$ cat src/blq_pkg.sv
// Shared types and helpers for the billboard line quad expander.
`timescale 1ns / 1ps
`default_nettype none
package blq_pkg;

  // Depth of the queue between the front sequencer and the vertex emitter
  localparam int QDepth = 2;

  // Front sequencer states
  typedef enum logic [3:0] {
    FS_IDLE,
    FS_CROSS,
    FS_ABS,
    FS_NORM,
    FS_SQ,
    FS_SQRT,
    FS_DIV,
    FS_SCALE,
    FS_PUSH
  } front_state_t;

  // One finished line: endpoints, signed offset vector, degenerate flag
  typedef struct packed {
    logic [2:0][31:0] st;
    logic [2:0][31:0] en;
    logic [2:0][32:0] offs;
    logic             degen;
  } line_entry_t;

  // Clamp a 34-bit signed sum to the 32-bit signed range
  function automatic logic [31:0] sat32(input logic signed [33:0] v);
    logic [31:0] r;
    if (v[33:31] == 3'b000 || v[33:31] == 3'b111) begin
      r = v[31:0];
    end else if (v[33]) begin
      r = 32'h8000_0000;
    end else begin
      r = 32'h7FFF_FFFF;
    end
    return r;
  endfunction

endpackage
`default_nettype wire

$ cat src/blq_queue.sv
// Short queue of finished lines between the front and the vertex emitter.
`timescale 1ns / 1ps
`default_nettype none
module blq_queue (
  input  wire                   clk,
  input  wire                   rst,
  input  wire                   push,
  input  blq_pkg::line_entry_t  wr_data,
  output logic                  full,
  input  wire                   pop,
  output blq_pkg::line_entry_t  rd_data,
  output logic                  not_empty
);
  import blq_pkg::*;

  localparam int PtrW = $clog2(QDepth);

  line_entry_t       mem [QDepth];
  logic [PtrW-1:0]   wr_ptr, rd_ptr;
  logic [PtrW:0]     count;

  assign full      = (count == (PtrW+1)'(QDepth));
  assign not_empty = (count != '0);
  assign rd_data   = mem[rd_ptr];

  // Storage
  always_ff @(posedge clk) begin
    if (push) mem[wr_ptr] <= wr_data;
  end

  // Pointers and fill count
  always_ff @(posedge clk) begin
    if (rst) begin
      wr_ptr <= '0;
      rd_ptr <= '0;
      count  <= '0;
    end else begin
      if (push) wr_ptr <= wr_ptr + 1'b1;
      if (pop)  rd_ptr <= rd_ptr + 1'b1;
      if (push && !pop) count <= count + 1'b1;
      else if (pop && !push) count <= count - 1'b1;
    end
  end

endmodule
`default_nettype wire

$ cat config.mk
export PLATFORM = sky130hd
export DESIGN_NAME = blq_queue
export DESIGN_NICKNAME = d
export VERILOG_FILES = /design/src/blq_pkg.sv /design/src/blq_queue.sv
export SDC_FILE = /design/constraint.sdc
export NUM_CORES = 1
export LEC_CHECK = 0
export ABC_CLOCK_PERIOD_IN_PS = 37700
export BUFFER_PORTS_ARGS = -buffer_cell sky130_fd_sc_hd__buf_2
export CORE_AREA = 2 2 230 232
export CTS_CLUSTER_SIZE = 40
export DETAILED_ROUTE_END_ITERATION = 16
export DIE_AREA = 0 0 232 234
export GPL_TIMING_DRIVEN = 1
export PLACE_DENSITY = 0.64
export SYNTH_ARGS = -nofsm -noshare
export SYNTH_HDL_FRONTEND = slang
export SYNTH_SLANG_ARGS = --single-unit
$ cat constraint.sdc
create_clock -name clk -period 37.7 [get_ports clk]
set_input_delay 5.655 -clock clk [delete_from_list [all_inputs] [get_ports clk]]
set_output_delay 5.655 -clock clk [all_outputs]
set_load 0.005 [all_outputs]
==> impl_metrics.env <==
export IMPL_outcome="completed"
export IMPL_maxSlewHeadroom_pct=12.9
export IMPL_via_per_inst=4.77
export IMPL_cap_violations=0
export IMPL_synth_cell_types=16
export IMPL_worst_ep_arrival_time_ps=3280
export IMPL_required_ps=32040
export IMPL_cts_setup_buffers=0
export IMPL_synth_top_cell_area_share_pct=82.0
export IMPL_gp_congestion=0.837
export IMPL_synth_edff_count=584
export IMPL_grt_max_degree=148
export IMPL_start_util_pct=41.1
export IMPL_critPathKind="reg -> out"
export IMPL_r2r_cells=3
export IMPL_combPwrFrac_pct=9.7
export IMPL_die_area_sq_mm=0.0543
export IMPL_slowest_stage="dfxtp_4"
export IMPL_fin_total_pwr_mw=1.45
export IMPL_synthArstFlopShare_pct=0
export IMPL_antenna_found_initial=19
export IMPL_synth_cells=930
export IMPL_io_pins=590
export IMPL_synth_ff_type="edfxtp_1"
export IMPL_final_area_sq_mm=0.0267
export IMPL_area_growth_pct=25.0
export IMPL_drt_iter0_markers=570
export IMPL_yosysTopAreaCell="edfxtp_1"
export IMPL_synthesis_area_sq_mm=0.0214
export IMPL_h_tree_depth=2
export IMPL_drc_errors=0
export IMPL_dr_wl_met2_um=22700
export IMPL_wire_per_inst_um=20.2
export IMPL_post_route_util_pct=51.4
export IMPL_finalSetupTns_ps=0
export IMPL_startpoint_type="register"
export IMPL_finalCritPeriodShare_pct=23.7
export IMPL_synth_nets=1227
export IMPL_fp_coreArea_sq_mm=0.0520
export IMPL_layout_drive_gt1_share_pct=60.6
export IMPL_worstMarginPinSlew_ps=1310
export IMPL_num_rows=84
export IMPL_nets=1854
export IMPL_max_clock_freq_ghz=0.112
export IMPL_routed_top_layer="met5"
export IMPL_chipWidth_um=232
export IMPL_slew_viol_final=0
export IMPL_max_stage_delay_ps=1000
export IMPL_dpl_worst_slack_ps=29250
export IMPL_clk_insertion_delay_late_ps=600
export IMPL_root_buffer="clkbuf_16"
export IMPL_finalCriticalPeriod_ps=8930
export IMPL_switching_share_pct=21.4
export IMPL_cts_buffers_inserted=58
export IMPL_p_leak_nw=9.90
export IMPL_wl_met1_um=17800
export IMPL_dp_hpwl_um=31800
export IMPL_fin_ws_ps=28770
export IMPL_end_kind="output port"
export IMPL_holdBufCountCts=0
export IMPL_final_hold_violation_count=0
export IMPL_firstDrtPassIters=6
export IMPL_hp_class="reg -> reg"
export IMPL_clkPwrFrac_pct=36.8
export IMPL_ys_ff_latch=589
export IMPL_wirelength_um=46600
export IMPL_place_area_sq_mm=0.0249
export IMPL_ys_seq_area_share_pct=82.5
export IMPL_grt_pass1_wl_um=66800
export IMPL_finalSetupViolations=0
export IMPL_first_global_vias=11200
export IMPL_synthTopCellsByCount="584 x edfxtp_1, 292 x mux2_2, 31 x buf_6"
export IMPL_p_per_area_mw_per_mm2=54.3
export IMPL_p_sw_mw=0.311
export IMPL_path_cells="buf_12 > mux2_2 > buf_2"
export IMPL_wl_met3_um=4960
export IMPL_finClkSkew_ps=14.0
export IMPL_die_height_um=234
export IMPL_cts_resized=0
export IMPL_syn_avg_cell_area_sq_um=23.0
export IMPL_crit_fanout=147
export IMPL_rsz0062_at_grt="no"
export IMPL_port_buffers=589
export IMPL_grt_overflow=0
export IMPL_drtAntennaViolNets=0
export IMPL_ys_top_cells_by_area="edfxtp_1 82%, mux2_2 15%, buf_6 1.6%, dfxtp_1 0.47%, xnor2_1 0.082%"
export IMPL_cts_buffer_depth=3
export IMPL_power_internal_mw=1.14
export IMPL_clk_pin_slew_worst_paths_ps=60
export IMPL_vias=11000
export IMPL_ir_worst_vdd_uv=38.3
export IMPL_pwr_share_seq_pct=53.5
export IMPL_clock_sinks=589
export IMPL_holdPathStages=2
export IMPL_yosysWarnings=0
export IMPL_grt_use_total_pct=16.4
export IMPL_synth_most_common_cell="edfxtp_1"
export IMPL_cts_tree="built"
[worst max-delay path, delay by kind of cell, from the launching register on]
| kind | cells | cell delay (ps) |
|---|---|---|
| DFF | 1 | 1000 |
| buffers and inverters | 2 | 580 |
| muxes | 1 | 440 |
[kinds of logic (layout without fill, tap and decap cells)]
| group | count (synthesis) | count (layout) | synth area share [%] |
|---|---|---|---|
| xor+xnor | 4 | 4 | 0.164 |
| other cells | 0 | 10 | 0 |
| simple gates | 9 | 9 | 0.216 |
| mux | 292 | 292 | 15.4 |
| compound gates | 2 | 2 | 0.0468 |
| fa+ha+maj | 1 | 1 | 0.0585 |
| buf+inv | 33 | 706 | 1.67 |
| flops | 589 | 589 | 82.5 |
[registers in the layout, summed over array words and instances (netlist names), named ones only]
name    count
wr_ptr      1
mem       584
rd_ptr      1
count       2
[layer usage]
| metal | up-vias | track usage [%] |
|---|---|---|
| met4 | 18 | 5.09 |
| met5 | - | 0 |
| met2 | 423 | 27.0 |
| met1 | 5433 | 19.3 |
| met3 | 89 | 7.32 |
| li1 | 5007 | - |
[layout by cell type (no fill, tap or decap), drive strengths merged, types with 3 or more instances in the layout]
cell type	synthesis	routed
buf	32	599
bufinv	0	3
clkbuf	0	77
clkinv	0	23
dfxtp	5	5
diode	0	10
edfxtp	584	584
mux2	292	292
nor2	4	4
[metrics by stage]
step / instances / hold WS, ps
4_1_cts: 2291 / 521
2_1_floorplan: 930 / 456
3_3_place_gp: 2185 / 479
3_5_place_dp: 2185 / 505
6_report: 2301 / 515
5_1_grt: 2296 / 553
[final cells by class]
class	count	area, sq um
inverter	1	3.75
fill	4268	25300
sequential	589	17600
clock inverter	29	218
tap	688	861
timing repair buffer	599	3040
multi-input combinational	308	3400
antenna	10	25.0
clock buffer	77	1540
[power groups by stage]
stage,clock network [mW],logic (mW),registers [mW]
6_report,0.535,0.141,0.777
5_1_grt,0.575,0.154,0.780
4_1_cts,0.549,0.144,0.777
3_5_place_dp,0,0.143,0.791
3_3_place_gp,0,0.142,0.789
2_1_floorplan,0,0.0770,0.801
[path summary, 6_finish.rpt]
path	endpoint	slack (ps)	startpoint
min	count[1]	510	count[1]
min reg2reg	count[1]	510	count[1]
max reg2reg	mem[1][39]	34690	wr_ptr
max	rd_data[103]	28770	register
Power figures use the tool's default switching activity.
