<file path="config.mk">
export PLATFORM = sky130hd
export DESIGN_NAME = blq_back
export DESIGN_NICKNAME = d
export VERILOG_FILES = /design/src/blq_pkg.sv /design/src/blq_back.sv
export SDC_FILE = /design/constraint.sdc
export NUM_CORES = 1
export LEC_CHECK = 0
export BUFFER_PORTS_ARGS = -buffer_cell sky130_fd_sc_hd__buf_2
export CAP_MARGIN = 20
export CELL_PAD_IN_SITES_DETAIL_PLACEMENT = 0
export CELL_PAD_IN_SITES_GLOBAL_PLACEMENT = 2
export CORE_MARGIN = 2
export CORE_UTILIZATION = 39
export CTS_BUF_LIST = sky130_fd_sc_hd__clkbuf_8
export DETAILED_ROUTE_END_ITERATION = 8
export PLACE_DENSITY_LB_ADDON = 0.12
export SLEW_MARGIN = 0
export SYNTH_ARGS = -nofsm -noshare
export SYNTH_HDL_FRONTEND = slang
export SYNTH_SLANG_ARGS = --single-unit
</file>
<file path="constraint.sdc">
create_clock -name clk -period 21.7 [get_ports clk]
set_input_delay 2.17 -clock clk [delete_from_list [all_inputs] [get_ports clk]]
set_output_delay 2.17 -clock clk [all_outputs]
set_load 0.005 [all_outputs]
</file>
<file path="src/blq_pkg.sv">
// Shared types and helpers for the billboard line quad expander.
`timescale 1ns / 1ps
`default_nettype none
package blq_pkg;

  // Depth of the queue between the front sequencer and the vertex emitter
  localparam int QDepth = 2;

  // Front sequencer states
  typedef enum logic [3:0] {
    FS_IDLE,
    FS_CROSS,
    FS_ABS,
    FS_NORM,
    FS_SQ,
    FS_SQRT,
    FS_DIV,
    FS_SCALE,
    FS_PUSH
  } front_state_t;

  // One finished line: endpoints, signed offset vector, degenerate flag
  typedef struct packed {
    logic [2:0][31:0] st;
    logic [2:0][31:0] en;
    logic [2:0][32:0] offs;
    logic             degen;
  } line_entry_t;

  // Clamp a 34-bit signed sum to the 32-bit signed range
  function automatic logic [31:0] sat32(input logic signed [33:0] v);
    logic [31:0] r;
    if (v[33:31] == 3'b000 || v[33:31] == 3'b111) begin
      r = v[31:0];
    end else if (v[33]) begin
      r = 32'h8000_0000;
    end else begin
      r = 32'h7FFF_FFFF;
    end
    return r;
  endfunction

endpackage
`default_nettype wire

</file>
<file path="src/blq_back.sv">
// Back: emits the four strip corners of each queued line through an output register.
`timescale 1ns / 1ps
`default_nettype none
module blq_back (
  input  wire                   clk,
  input  wire                   rst,
  input  blq_pkg::line_entry_t  q_data,
  input  wire                   q_valid,
  output logic                  q_pop,
  output logic                  out_valid,
  input  wire                   out_stall,
  output logic [1:0]            vertex_index,
  output logic [31:0]           pos_x,
  output logic [31:0]           pos_y,
  output logic [31:0]           pos_z,
  output logic                  degenerate,
  output logic                  last_vertex
);
  import blq_pkg::*;

  line_entry_t        cur;
  logic               have_cur;
  logic [1:0]         k;
  logic               load_out;
  logic [2:0][31:0]   vpos;
  logic signed [33:0] base, offv;

  assign load_out = have_cur && (!out_valid || !out_stall);
  assign q_pop    = q_valid && (!have_cur || (load_out && k == 2'd3));

  // Corner k: odd picks end, upper half adds the offset
  always_comb begin
    for (int i = 0; i < 3; i++) begin
      base    = 34'($signed(k[0] ? cur.en[i] : cur.st[i]));
      offv    = 34'($signed(cur.offs[i]));
      vpos[i] = sat32(k[1] ? base + offv : base - offv);
    end
  end

  // Current line and corner counter
  always_ff @(posedge clk) begin
    if (rst) begin
      have_cur <= 1'b0;
      k        <= '0;
    end else if (q_pop) begin
      have_cur <= 1'b1;
      k        <= '0;
    end else if (load_out) begin
      k <= k + 2'd1;
      if (k == 2'd3) have_cur <= 1'b0;
    end
  end

  always_ff @(posedge clk) begin
    if (q_pop) cur <= q_data;
  end

  // Output register
  always_ff @(posedge clk) begin
    if (rst) begin
      out_valid <= 1'b0;
    end else if (load_out) begin
      out_valid <= 1'b1;
    end else if (!out_stall) begin
      out_valid <= 1'b0;
    end
  end

  always_ff @(posedge clk) begin
    if (load_out) begin
      vertex_index <= k;
      pos_x        <= vpos[0];
      pos_y        <= vpos[1];
      pos_z        <= vpos[2];
      degenerate   <= cur.degen;
      last_vertex  <= (k == 2'd3);
    end
  end

endmodule
`default_nettype wire

</file>
==> metrics.txt, run 1 <==
# TYPE chip_impl_metric gauge
chip_impl_metric{name="finalCritPeriodShare",unit="%"} 26.5
chip_impl_metric{name="total_cts_buffers",unit=""} 71
chip_impl_metric{name="non_filler_instance_count_after_layout",unit=""} 2895
chip_impl_metric{name="cts_repair_resize_count",unit=""} 0
chip_impl_info{name="mostFrequentLayoutCell",value="buf_2"} 1
chip_impl_metric{name="pre_cts_slack",unit="ps"} 15820
chip_impl_metric{name="port_buffers",unit=""} 397
chip_impl_metric{name="crit_path_max_fanout",unit=""} 71
chip_impl_metric{name="detail_route.first_pass.iterations",unit=""} 7
chip_impl_metric{name="number_of_warnings_issued_by_yosys",unit=""} 0
chip_impl_metric{name="finalHoldViolCount",unit=""} 0
chip_impl_metric{name="post-cts-setup-buffers",unit=""} 0
chip_impl_metric{name="yosysUniqueCellTypes",unit=""} 81
chip_impl_metric{name="area_delta_synth_final",unit="%"} 19.2
chip_impl_metric{name="worst_ep_arrival_time",unit="ps"} 3590
chip_impl_metric{name="post_drt_wl_per_cell",unit="um"} 19.4
chip_impl_metric{name="measured_slew_at_the_worst_slew_check_pin",unit="ps"} 1050
chip_impl_info{name="final_cell_mix",value="buf_2, edfxtp_1, a21oi_1, xor2_1, ha_1"} 1
chip_impl_metric{name="timing.reg2reg.worst_path_depth",unit=""} 14
chip_impl_info{name="end_kind",value="primary output"} 1
chip_impl_metric{name="max-vdd-ir-drop",unit="V"} 0.0000500
chip_impl_metric{name="min_delay_path_depth",unit=""} 0
chip_impl_metric{name="post-route-min-period",unit="ps"} 5760
chip_impl_metric{name="layout.nets",unit=""} 2549
chip_impl_info{name="clock-root-buffer",value="clkbuf_8"} 1
chip_impl_metric{name="grt_antenna_before_repair",unit=""} 11
chip_impl_metric{name="postRouteAntennaNets",unit=""} 0
chip_impl_info{name="synth_flop_cell",value="edfxtp_1"} 1
chip_impl_metric{name="ff2ff_setup_slack",unit="ps"} 15970
chip_impl_info{name="startpoint_type",value="input pin"} 1
chip_impl_metric{name="fin_area",unit="mm2"} 0.0252
chip_impl_metric{name="core_area",unit="mm2"} 0.0537
chip_impl_metric{name="drive_above_1_share",unit="%"} 29.2
chip_impl_metric{name="synth_cells",unit=""} 1711
chip_impl_metric{name="timing_max_transition_violations_final",unit=""} 0
chip_impl_metric{name="dp.final_hpwl",unit="mm"} 42.6
chip_impl_metric{name="h_tree_levels",unit=""} 3
chip_impl_info{name="grt_setup_unrepaired",value="no"} 1
chip_impl_metric{name="total_leakage_power",unit="nW"} 9.92
chip_impl_metric{name="grt-ovfl-total",unit=""} 0
chip_impl_metric{name="floorplan.die.width",unit="um"} 237
chip_impl_metric{name="cap_violations",unit=""} 0
chip_impl_metric{name="post_cts_hold_fix_bufs",unit=""} 0
chip_impl_info{name="hold_start",value="cur[0]$_DFFE_PP_"} 1
chip_impl_info{name="run_status",value="finished, final reports clean"} 1
chip_impl_metric{name="slew_headroom",unit="%"} 29.9
chip_impl_metric{name="floorplan.io_pins",unit=""} 398
chip_impl_metric{name="global_route_wire_length_before_repair",unit="mm"} 85.8
chip_impl_metric{name="synth-seq-area-share",unit="%"} 56.1
chip_impl_metric{name="worst_hold_slack",unit="ps"} 423
chip_impl_metric{name="setup_viol_count_final",unit=""} 0
chip_impl_metric{name="finClkSkew",unit="ps"} 41.7
chip_impl_metric{name="fmaxAchievable",unit="MHz"} 174
chip_impl_metric{name="vias",unit=""} 15000
chip_impl_metric{name="areal_power_density_over_the_cells",unit="mW/mm2"} 85.4
chip_impl_metric{name="place.detailed.instances",unit=""} 2766
chip_impl_metric{name="viasPerCell",unit=""} 5.16
chip_impl_metric{name="placement.cell_area",unit="mm2"} 0.0239
chip_impl_metric{name="worstPathRequired",unit="ps"} 19530
chip_impl_metric{name="postLayoutSetupSlackWorst",unit="ps"} 15940
chip_impl_metric{name="design.die.area",unit="mm2"} 0.0561
chip_impl_metric{name="synth_seq_cells",unit=""} 396
chip_impl_metric{name="dr_drc_count",unit=""} 0
chip_impl_metric{name="first_global_vias",unit=""} 15200
chip_impl_metric{name="placementRows",unit=""} 85
chip_impl_metric{name="synthesis.area",unit="mm2"} 0.0211
chip_impl_metric{name="postSynth.asyncResetShare",unit="%"} 0
chip_impl_info{name="r2r_end",value="pos_z[14]$_DFFE_PP_"} 1
chip_impl_metric{name="mappedNetlistNets",unit=""} 2116
chip_impl_metric{name="detail_route.iter0.violations",unit=""} 710
chip_impl_info{name="worst_hold_path_type",value="reg -> reg"} 1
chip_impl_metric{name="grt_start_max_net_pins",unit=""} 80
chip_impl_metric{name="starting_density",unit="%"} 39.3
chip_impl_metric{name="gr-usage-all-layers",unit="%"} 19.9
chip_impl_metric{name="chipHeight",unit="um"} 237
chip_impl_metric{name="drt-total-wl",unit="mm"} 56.1
chip_impl_metric{name="clockBufferDepth",unit=""} 3
chip_impl_metric{name="syn-mean-instance-area",unit="um2"} 12.3
chip_impl_metric{name="number_of_enable_type_register_cells_in_the_synthesized_netlist",unit=""} 392
chip_impl_info{name="worst-setup-path-type",value="in -> out"} 1
chip_impl_info{name="tritoncts",value="done"} 1
chip_impl_metric{name="clock_latency",unit="ps"} 650
chip_impl_metric{name="totalNegativeSetupSlack",unit="ps"} 0
chip_impl_info{name="regToRegStartpoint",value="k[1]$_SDFFE_PP0P_"} 1
chip_impl_metric{name="clock_sink_count",unit=""} 396
chip_impl_metric{name="cts.reportedPaths.clkPinSlew",unit="ps"} 60
chip_impl_metric{name="gp_congestion",unit=""} 0.877
chip_impl_info{name="hold_end",value="degenerate$_DFFE_PP_"} 1
critical path, stage by stage:
cell,delay (ps)
buf_2,100
nand2_1,70
nand2_1,110
a21oi_4,150
buf_4,680
buf_2,240
power by group:
group	leakage (nW)	switching (mW)	internal [mW]
combinational	5.43	0.312	0.223
clock	0.738	0.304	0.335
sequential	3.75	0.0276	0.949
total	9.92	0.644	1.51
state kept, by name (all words and copies together) (netlist names):
name          count
degenerate        1
last_vertex       1
k                 2
cur             292
pos_y            32
vertex_index      2
out_valid         1
have_cur          1
pos_z            32
pos_x            32
area by class of cell:
cell class	count	area, um2
fillers	5008	28500
repair buffers	411	2100
diodes	6	15.0
inverters	55	206
clock buffers	73	1000
clock inverters	49	265
multi-input cells	1209	8860
well taps	696	871
flip-flops and latches	396	11900
cell usage after synthesis, types with 11 or more instances:
cell type	count	area share (%)
mux2_2	99	5.3
clkbuf_1	30	0.53
o21ai_0	99	2.3
a21o_1	67	2.4
a31oi_1	22	0.65
nand2_1	79	1.4
nor2_1	103	1.8
o21bai_1	12	0.43
o21ai_2	17	0.70
xnor2_1	76	3.2
ha_1	106	6.3
edfxtp_1	392	56
nor2b_1	12	0.36
nor3_1	38	0.90
and3_1	11	0.33
a21oi_1	161	3.8
inv_1	54	0.96
xor2_1	109	4.5
nand2b_1	15	0.44
nand3_1	20	0.47
a211oi_1	14	0.50
how the worst max path moves through the flow:
| stage | startpoint | end | slack, ps | cells past startpoint |
|---|---|---|---|---|
| finish | out_stall | q_pop | 15940 | 6 |
| global route | k[0]$_SDFFE_PP0P_ | pos_x[17]$_DFFE_PP_ | 15480 | 14 |
| CTS | k[0]$_SDFFE_PP0P_ | pos_x[14]$_DFFE_PP_ | 15810 | 12 |
| detailed placement | k[1]$_SDFFE_PP0P_ | pos_z[14]$_DFFE_PP_ | 15820 | 14 |
| global placement | k[0]$_SDFFE_PP0P_ | pos_x[13]$_DFFE_PP_ | 15930 | 12 |
| floorplan | out_stall | q_pop | 3120 | 3 |
through the flow:
stage               total power, mW  util, %
floorplan                      1.37        -
global placement               1.52     44.5
detailed placement             1.53     44.5
CTS                            2.18     46.8
global route                   2.28     46.9
finish                         2.15     46.9
cells by family (layout without fill, tap and decap cells):
logic type	count (synthesis)	in the layout	share of synthesized area (%)
xor+xnor	186	186	7.75
buf+inv	106	588	2.10
flops	396	396	56.1
mux	101	101	5.38
fa+ha+maj	109	109	6.56
other cells	0	6	0
simple gates	336	336	8.04
compound gates	477	477	14.1
routing by layer:
metal	routed length, um	part of all wire (%)	GRT usage (%)
met5	57	0.10	0
met4	1360	2.4	6.27
met3	3030	5.4	4.84
met2	26800	48	32.8
met1	24900	44	25.8
(Power assumes the default switching activity.)
==> run 2: changes to the inputs <==
- CORE_UTILIZATION: 39 -> 35
- clock period: 21.7 -> 4.7 ns (I/O delays scaled with it)
==> run 2 against run 1 <==
Against the previous run:
- global-route usage grew 0.24 points
- largest cell class unchanged
- non-clock buffer count is 450 higher
- highest routed layer unchanged
- sequential power rose to 4.6 times the previous value
- core utilization is 4.0 points higher
- clock power increased to 5.4 times the previous value
==> metrics.txt, run 2 (synthesized netlist as in run 1, its figures left out) <==
# TYPE chip_impl_metric gauge
chip_impl_info{name="run_status",value="finished, final reports clean"} 1
chip_impl_metric{name="viasPerCell",unit=""} 4.91
chip_impl_metric{name="area_delta_synth_final",unit="%"} 44.4
chip_impl_metric{name="dp.final_hpwl",unit="mm"} 46.6
chip_impl_metric{name="worst_ep_arrival_time",unit="ps"} 4950
chip_impl_metric{name="cts.reportedPaths.clkPinSlew",unit="ps"} 60
chip_impl_metric{name="finalHoldViolCount",unit=""} 0
chip_impl_metric{name="drive_above_1_share",unit="%"} 34.4
chip_impl_metric{name="total_leakage_power",unit="nW"} 12.2
chip_impl_info{name="critical_path.slowest_cell",value="edfxtp_1"} 1
chip_impl_info{name="final_cell_mix",value="buf_2, edfxtp_1, dlygate4sd3_1, a21oi_1, buf_4"} 1
chip_impl_metric{name="core_area",unit="mm2"} 0.0600
chip_impl_metric{name="vias",unit=""} 16900
chip_impl_metric{name="filler_cell_count",unit=""} 5420
chip_impl_info{name="worst-setup-path-type",value="reg -> reg"} 1
chip_impl_metric{name="clockBufferDepth",unit=""} 3
chip_impl_metric{name="h_tree_levels",unit=""} 3
chip_impl_metric{name="port_buffers",unit=""} 397
chip_impl_metric{name="fin_area",unit="mm2"} 0.0305
chip_impl_info{name="max_flop_register",value="cur"} 1
chip_impl_metric{name="timing_max_transition_violations_final",unit=""} 0
chip_impl_info{name="tritoncts",value="done"} 1
chip_impl_metric{name="fmaxAchievable",unit="MHz"} 218
chip_impl_metric{name="detail_route.first_pass.iterations",unit=""} 6
chip_impl_metric{name="non_filler_instance_count_after_layout",unit=""} 3432
chip_impl_metric{name="power.sequential.fraction",unit="%"} 39.8
chip_impl_metric{name="clockPowerShare",unit="%"} 30.3
chip_impl_metric{name="gp_congestion",unit=""} 0.871
chip_impl_metric{name="p_int",unit="mW"} 7.97
chip_impl_metric{name="dr_drc_count",unit=""} 0
chip_impl_metric{name="starting_density",unit="%"} 35.2
chip_impl_metric{name="placement.cell_area",unit="mm2"} 0.0251
chip_impl_metric{name="drt-total-wl",unit="mm"} 64.6
chip_impl_metric{name="placementRows",unit=""} 90
chip_impl_metric{name="postRouteAntennaNets",unit=""} 0
chip_impl_metric{name="biggest_cell_delay_along_the_critical_path",unit="ps"} 430
chip_impl_info{name="mostFrequentLayoutCell",value="buf_2"} 1
chip_impl_info{name="path_cells",value="nor3_2 -> or2b_4 -> nor4_4 -> buf_6 -> buf_4 -> a21oi_1 -> xor2_1 -> ha_1 -> buf_4 -> nand4_1 -> o211ai_1 -> a21oi_2 -> nor3_2 -> o31ai_2 -> o31ai_2 -> a21oi_1 -> xor2_1 -> a21boi_4 -> clkbuf_16 -> o21ai_2"} 1
chip_impl_metric{name="setup_viol_count_final",unit=""} 0
chip_impl_metric{name="worstPathRequired",unit="ps"} 5070
chip_impl_metric{name="slew_headroom",unit="%"} 42.5
chip_impl_metric{name="floorplan.io_pins",unit=""} 398
chip_impl_metric{name="total_cts_buffers",unit=""} 73
chip_impl_metric{name="power.combinational.fraction",unit="%"} 30.0
chip_impl_metric{name="crit_path_max_fanout",unit=""} 7
chip_impl_info{name="clock-root-buffer",value="clkbuf_8"} 1
chip_impl_metric{name="grt_start_max_net_pins",unit=""} 76
chip_impl_metric{name="layout.nets",unit=""} 3001
chip_impl_metric{name="global_route_wire_length_before_repair",unit="mm"} 96.8
chip_impl_metric{name="first_global_vias",unit=""} 17400
chip_impl_metric{name="grt_antenna_before_repair",unit=""} 6
chip_impl_metric{name="finClkSkew",unit="ps"} 30.6
chip_impl_metric{name="gr-usage-all-layers",unit="%"} 20.1
chip_impl_metric{name="sw_frac_of_total",unit="%"} 29.7
chip_impl_metric{name="finalCritPeriodShare",unit="%"} 97.4
chip_impl_metric{name="design.die.area",unit="mm2"} 0.0624
chip_impl_metric{name="switchingPower",unit="mW"} 3.37
chip_impl_metric{name="chipHeight",unit="um"} 250
chip_impl_metric{name="clock_sink_count",unit=""} 396
chip_impl_metric{name="cap_violations",unit=""} 0
chip_impl_metric{name="max-vdd-ir-drop",unit="V"} 0.000236
chip_impl_info{name="end_kind",value="flip-flop"} 1
chip_impl_metric{name="areal_power_density_over_the_cells",unit="mW/mm2"} 372
chip_impl_metric{name="clock_latency",unit="ps"} 650
chip_impl_info{name="startpoint_type",value="flip-flop"} 1
chip_impl_metric{name="detail_route.iter0.violations",unit=""} 785
chip_impl_metric{name="post_drt_wl_per_cell",unit="um"} 18.8
chip_impl_metric{name="largest_register_ffs",unit=""} 292
chip_impl_info{name="worst_hold_path_type",value="in -> reg"} 1
chip_impl_metric{name="grt-ovfl-total",unit=""} 0
chip_impl_metric{name="place.detailed.instances",unit=""} 2976
chip_impl_metric{name="measured_slew_at_the_worst_slew_check_pin",unit="ps"} 861
chip_impl_metric{name="floorplan.die.width",unit="um"} 250
chip_impl_metric{name="post-route-min-period",unit="ps"} 4580
chip_impl_info{name="grt_setup_unrepaired",value="yes"} 1
==> run 2: timing repair <==
item                                    in CTS  in global routing
setup buffers                                4                 22
gates cloned                                 0                  9
gates resized for setup                     17                135
hold endpoints to repair                   294                  0
pin swaps                                    5                 86
endpoints found under the setup margin      93                 93
hold buffers                               293                  0
==> run 2: power groups by stage <==
stage	logic, mW	clock network [mW]	registers (mW)
6_report	3.40	3.43	4.51
5_1_grt	3.71	3.72	4.54
4_1_cts	3.03	3.57	4.51
3_5_place_dp	2.80	0	4.58
3_3_place_gp	2.78	0	4.57
2_1_floorplan	1.68	0	4.60
==> run 2: path summary, 6_finish.rpt <==
path                                        start                     to  slack [ps]  depth (start not counted)
worst max-delay path            cur[74]$_DFFE_PP_    pos_z[12]$_DFFE_PP_         120                         20
worst min-delay path                      q_valid  have_cur$_SDFFE_PP0P_         120                          3
worst max register to register  cur[74]$_DFFE_PP_    pos_z[12]$_DFFE_PP_         120                         20
worst min register to register   cur[0]$_DFFE_PP_   degenerate$_DFFE_PP_         420                          0
==> run 2: worst max-delay path, delay by kind of cell, from the launching register on <==
family | cells | cell delay [ps]
compound gates | 8 | 1460
simple gates | 5 | 940
buf+inv | 4 | 750
flops | 1 | 430
xor+xnor | 2 | 410
fa+ha+maj | 1 | 310
==> run 2: layout make-up <==
cell class / instances / area (um2) / share of cell area, %
Timing Repair Buffer: 861 / 6560 / 21.5
Inverter: 55 / 206 / 0.677
Sequential cell: 396 / 11900 / 38.9
Tap cell: 782 / 978 / 3.21
Clock buffer: 76 / 1050 / 3.43
Multi-Input combinational cell: 1209 / 9420 / 30.9
Antenna cell: 3 / 7.51 / 0.0246
Clock inverter: 50 / 438 / 1.44
==> run 2: metrics by stage <==
stage	hold WS [ps]	utilization, %	setup WS, ps	setup TNS [ps]	total power [mW]
after floorplan	400	-	-1330	-334680	6.27
final	124	50.8	123	0	11.3
after detailed placement	416	41.9	-194	-7050	7.38
after CTS	43.7	49.4	0.536	0	11.1
after global routing	64.3	50.8	-113	-4990	12.0
after global placement	427	41.9	-84.7	-1520	7.35
==> run 2: per-layer routing <==
layer | track usage [%] | wire length, um
met5 | 0 | 32
met4 | 6.78 | 1950
met3 | 4.50 | 3180
met2 | 34.7 | 31900
met1 | 24.8 | 27500
